==> src/plid_pkg.sv <==
`timescale 1ns / 1ps

package plid_pkg;

  localparam int DATA_W    = 32;
  localparam int POS_W     = 6;
  localparam int LEN_W     = 7;
  localparam int CMD_W     = 2;
  localparam int STATUS_W  = 2;
  localparam int CAPACITY_DEF = 64;

  typedef enum logic [CMD_W-1:0] {
    CMD_INSERT = 2'd0,
    CMD_DELETE = 2'd1,
    CMD_READ   = 2'd2,
    CMD_NOP    = 2'd3
  } plid_cmd_t;

  typedef enum logic [STATUS_W-1:0] {
    ST_OK    = 2'd0,
    ST_RANGE = 2'd1,
    ST_FULL  = 2'd2,
    ST_RSVD  = 2'd3
  } plid_status_t;

  // Broadcast to every cell of the row for one request.
  typedef struct packed {
    logic ins;
    logic del;
    logic rd;
  } plid_op_t;

endpackage

==> src/plid_cell.sv <==
`timescale 1ns / 1ps

module plid_cell import plid_pkg::*; #(
  parameter int IDX_W = 6,
  parameter int IDX   = 0
) (
  input  logic                     clk,
  input  plid_op_t                 op,
  input  logic [IDX_W-1:0]         slot,
  input  logic signed [DATA_W-1:0] new_value,
  input  logic signed [DATA_W-1:0] left_value,
  input  logic signed [DATA_W-1:0] right_value,
  output logic signed [DATA_W-1:0] value,
  output logic signed [DATA_W-1:0] rd_tap
);

  localparam logic [IDX_W-1:0] MY_IDX = IDX_W'(IDX);

  logic signed [DATA_W-1:0] val_r;
  logic signed [DATA_W-1:0] val_nxt;

  // Insert shifts cells above the slot up by one; delete pulls cells from the
  // slot upward down by one. Cells below the slot keep their value.
  always_comb begin
    val_nxt = val_r;
    if (op.ins) begin
      if (MY_IDX > slot) begin
        val_nxt = left_value;
      end else if (MY_IDX == slot) begin
        val_nxt = new_value;
      end
    end else if (op.del && (MY_IDX >= slot)) begin
      val_nxt = right_value;
    end
  end

  always_ff @(posedge clk) begin
    val_r <= val_nxt;
  end

  assign value  = val_r;
  assign rd_tap = (op.rd && (MY_IDX == slot)) ? val_r : '0;

endmodule

==> config.mk <==
export PLATFORM = sky130hd
export DESIGN_NAME = plid_cell
export DESIGN_NICKNAME = d
export VERILOG_FILES = /design/src/plid_pkg.sv /design/src/plid_cell.sv
export SDC_FILE = /design/constraint.sdc
export NUM_CORES = 1
export LEC_CHECK = 0
export ABC_AREA = 1
export BUFFER_PORTS_ARGS = -buffer_cell sky130_fd_sc_hd__buf_4
export CORE_ASPECT_RATIO = 0.5
export CORE_MARGIN = 1.5
export CORE_UTILIZATION = 39
export DETAILED_ROUTE_END_ITERATION = 16
export GPL_TIMING_DRIVEN = 0
export PLACE_DENSITY = 0.87
export SLEW_MARGIN = 20
export SYNTH_ARGS = -nofsm -noshare
export SYNTH_HDL_FRONTEND = slang
export SYNTH_SLANG_ARGS = --single-unit
==> constraint.sdc <==
create_clock -name clk -period 7 [get_ports clk]
set_input_delay 1.4 -clock clk [delete_from_list [all_inputs] [get_ports clk]]
set_output_delay 1.4 -clock clk [all_outputs]
set_load 0.05 [all_outputs]
=== Yosys cells after proc, flatten, opt, wreduce, memory -nomap -nowiden ===
Cells that the tools add are included.

* Flip-flop bits (word level): 32
* Word-level logic and storage cells: 14

* Magnitude comparators: 2
* Equality and inequality tests: 1
* Mux-type cells: 5
* Reductions and logical operators: 5

{| class="wikitable"
|+ Operators with widths
! kind !! number
|-
| two-way mux 32 bit || 5
|-
| greater-or-equal comparator 1 x 6 -> 1 bit, first input constant || 1
|-
| > comparator 1 x 6 -> 1 bit, first input constant || 1
|-
| zero test 6 bit || 1
|-
| inequality test 3 x 1 -> 1 bit, second input constant || 1
|-
| logical AND 1 bit || 2
|-
| AND reduction 2 bit || 1
|-
| nonzero test 2 bit || 1
|}

=== Depth between registers and ports, before layout ===
* Word-level depth: 4
* Depth in mapped cells: 5

=== Worst setup path before layout ===
No wires, ideal clock.

* Path kind: input to output
* From: in slot[1]
* To: out rd_tap[0]
* Data arrival time: 2.419 ns
* Data required time: 5.600 ns
* Path slack: 3.181 ns
* Stages on the path: 3
* Buffers on the path: 0
* Path through: nor2_1 -> nand4_2 -> nor2_1

* Word-level cells in the longest chain between the ends: 3

{| class="wikitable"
|+ Ends and longest elaborated chain
! item !! RTL line !! source
|-
| start: declaration || plid_cell.sv:9 || <nowiki>input logic [IDX_W-1:0] slot,</nowiki>
|-
| zero test 6 bit || plid_cell.sv:42 || <nowiki>assign rd_tap = (op.rd && (MY_IDX == slot)) ? val_r : '0;</nowiki>
|-
| logical AND 1 bit || plid_cell.sv:42 ||
|-
| two-way mux 32 bit || plid_cell.sv:42 ||
|-
| end: declaration || plid_cell.sv:14 || <nowiki>output logic signed [DATA_W-1:0] rd_tap</nowiki>
|}

No other way between the ends.

=== Final worst setup path ===
* From: in slot[3]
* To: out rd_tap[27]

The elaborated chain is that of the path after synthesis.

==> metrics.md <==
| Metric | Value |
|---|---|
| Hold Vio Cnt, Final | 0 |
| TritonCTS Buffers | 5 |
| Number of flip-flops in the largest register | 32 |
| Crit path required time | 5.60 ns |
| Cell area after synthesis | approximately 1700 µm² |
| Slew headroom | 0.703 |
| Final Wtd Congestion | between 0.8 and 0.9 |
| Critical path class | in2out |
| Antenna cells | 0 |
| Seq pwr share | 0.514 |
| Die area | roughly 4900 µm² |
| Status | finished clean |
| Largest net degree at the start of global routing | 24 |
| Worst vdd ir | between 100 and 150 µV |
| Crit path capture type | output pin |
| Critical path endpoint | rd_tap[27] |
| Commonest non-fill, non-tap cell in the layout | buf_4 |
| Hold Crit Class | in2reg |
| Hpwl dp | about 4 mm |
| Pint | roughly 320 µW |
| Hold_buf cts | 0 |
| Drt first-iter violations | 57 |
| CTS H-Tree Depth | 2 |
| Antenna violations before repair | 0 |
| Final setup vio count | 0 |
| CTS tree | built |
| PwrDens | 142 nW/µm² |
| Site Rows | 16 |
| First-pass iteration count of the detailed router | 4 |
| CTS Buffer Depth | 2 |
| Fraction of layout cells with a size suffix above 1 | 0.513 |
| Worst setup SP type | primary input |
| Die Width | roughly 100 µm |
| Max-slew violation count | 0 |
| First-pass GRT wire length | a little under 8 mm |
| Avg Inst Size Synth | 8.30 µm² |
| Yosys warning total | 0 |
| Post-CTS setup buffers | 0 |
| Final min period | slightly below 4 ns |
| Flops & latches, synth | 32 |
| P_sw | about 98 µW |
| IO Port Bufs | between 100 and 150 |
| Most frequent cells in the layout | buf_4 (136), nand2_1 (96), inv_1 (33) |
| Arrival @ worst endpoint | about 2.5 ns |
| Vias in the first global route | 1792 |
| Die Y | roughly 50 µm |
| DRT antenna net count | 0 |
| WL/cell | ~12 µm |
| Fmax | about 0.26 GHz |
| Lkg Pwr | 0.00161 µW |
| # DRC | 0 |
| Total GRT Usage | 0.203 |
| Hold Slack | 1.38 ns |
| Vias post-DR | between 1500 and 2000 |
| Switch share | 0.235 |
| Core area | roughly 4100 µm² |
| Register area share after synthesis | 0.551 |
| CTS Sinks | 32 |
| Clk slew on worst S/H paths | roughly 0.07 ns |
| CTS resizes | 0 |
| RSZ-0062 raised after global routing | no |
| Fin nets | 460 |
| DR vias/cell | around 4.4 |
| Syn_nets | between 300 and 400 |
| Measured slew at the worst slew-check pin | approximately 0.45 ns |
| Crit path max fanout | 10 |
| Total gr overflow | 0 |
| Max Cap Violations | 0 |
| Setup TNS | 0 ns |
| Post-synthesis cell count | 210 |
| Clk Tree Root Cell | clkbuf_8 |
| Setup crit start | slot[3] |
| Layout area overhead | 69.1% |
| Initial core utilization | 0.427 |
| Final wirelength | around 5.0 mm |
| Final cycle utilization of the critical path | 0.553 |
| Cell variety after synth | 10 |
| Clock group share of total power | 0.322 |
| Ports | between 150 and 200 |
| Combinational Power Share | 0.164 |
==> synth_stat cells <==
cell type  instances  share of area
clkbuf_1           2         0.0043
nand4_2            1         0.0072
nor2_2            30           0.11
nand2_1           96           0.21
nor2_1             7          0.015
nand3_1            1         0.0029
edfxtp_1          32           0.55
inv_1             33          0.071
buf_2              5          0.014
buf_6              3          0.019
==> worst min-delay path by stage <==
stage | start | to | slack, ns | depth (start not counted)
2_1_floorplan | right_value[0] | value[0] | 1.58 | 2
3_3_place_gp | right_value[10] | value[10] | 1.67 | 3
3_5_place_dp | right_value[29] | value[29] | 1.67 | 3
4_1_cts | right_value[29] | value[29] | 1.37 | 3
5_1_grt | right_value[7] | value[7] | 1.37 | 3
6_report | right_value[29] | value[29] | 1.38 | 3
==> worst max-delay path, cell delays in order <==
cell and delay, ns:
buf_4 0.11, nor2_1 0.17, nand4_2 0.25, buf_6 0.24
nor2_2 0.09, buf_4 0.20
==> power groups by stage <==
stage / Combinational [µW] / Clock [µW] / Sequential [µW]
finish: 68.6 / 135 / 215
floorplan: 22.6 / 0 / 225
global placement: 66.0 / 0 / 219
CTS: 68.8 / 137 / 215
global route: 74.6 / 146 / 215
detailed placement: 68.6 / 0 / 219
==> area by class of cell <==
class                           instances  area, µm²
Timing Repair Buffer                  137       1050
Fill cell                             312       1140
Buffer                                 10       66.3
Sequential cell                        32        961
Tap cell                               54       67.6
Multi-Input combinational cell        135        599
Inverter                               33        124
Clock buffer                            7       76.3
Clock inverter                          1       3.75
==> stage by stage <==
| stage | cells | cell area [µm²] | util | power (µW) | worst slack [ns] |
|---|---|---|---|---|---|
| after detailed placement | 401 | 2870 | 0.702 | 288 | 3.12 |
| after global routing | 409 | 2950 | 0.722 | 436 | 3.07 |
| after CTS | 409 | 2950 | 0.722 | 421 | 3.11 |
| after floorplan | 210 | 1740 | - | 248 | 3.18 |
| after global placement | 400 | 2830 | 0.693 | 285 | 2.94 |
| final | 409 | 2950 | 0.722 | 419 | 3.13 |
==> per-layer routing <==
metal / vias up / global-route usage / routed length [µm]
met1: 806 / 0.205 / 1860
met4: 0 / 0.0905 / 127
li1: 910 / - / -
met5: - / 0 / 0
met2: 61 / 0.400 / 2790
met3: 16 / 0.0543 / 193
==> cells by family after synthesis <==
kind of cell / after synthesis / share of synthesized area
flops: 32 / 0.551
buf+inv: 43 / 0.109
simple gates: 135 / 0.340
Power figures use the tool's default switching activity.
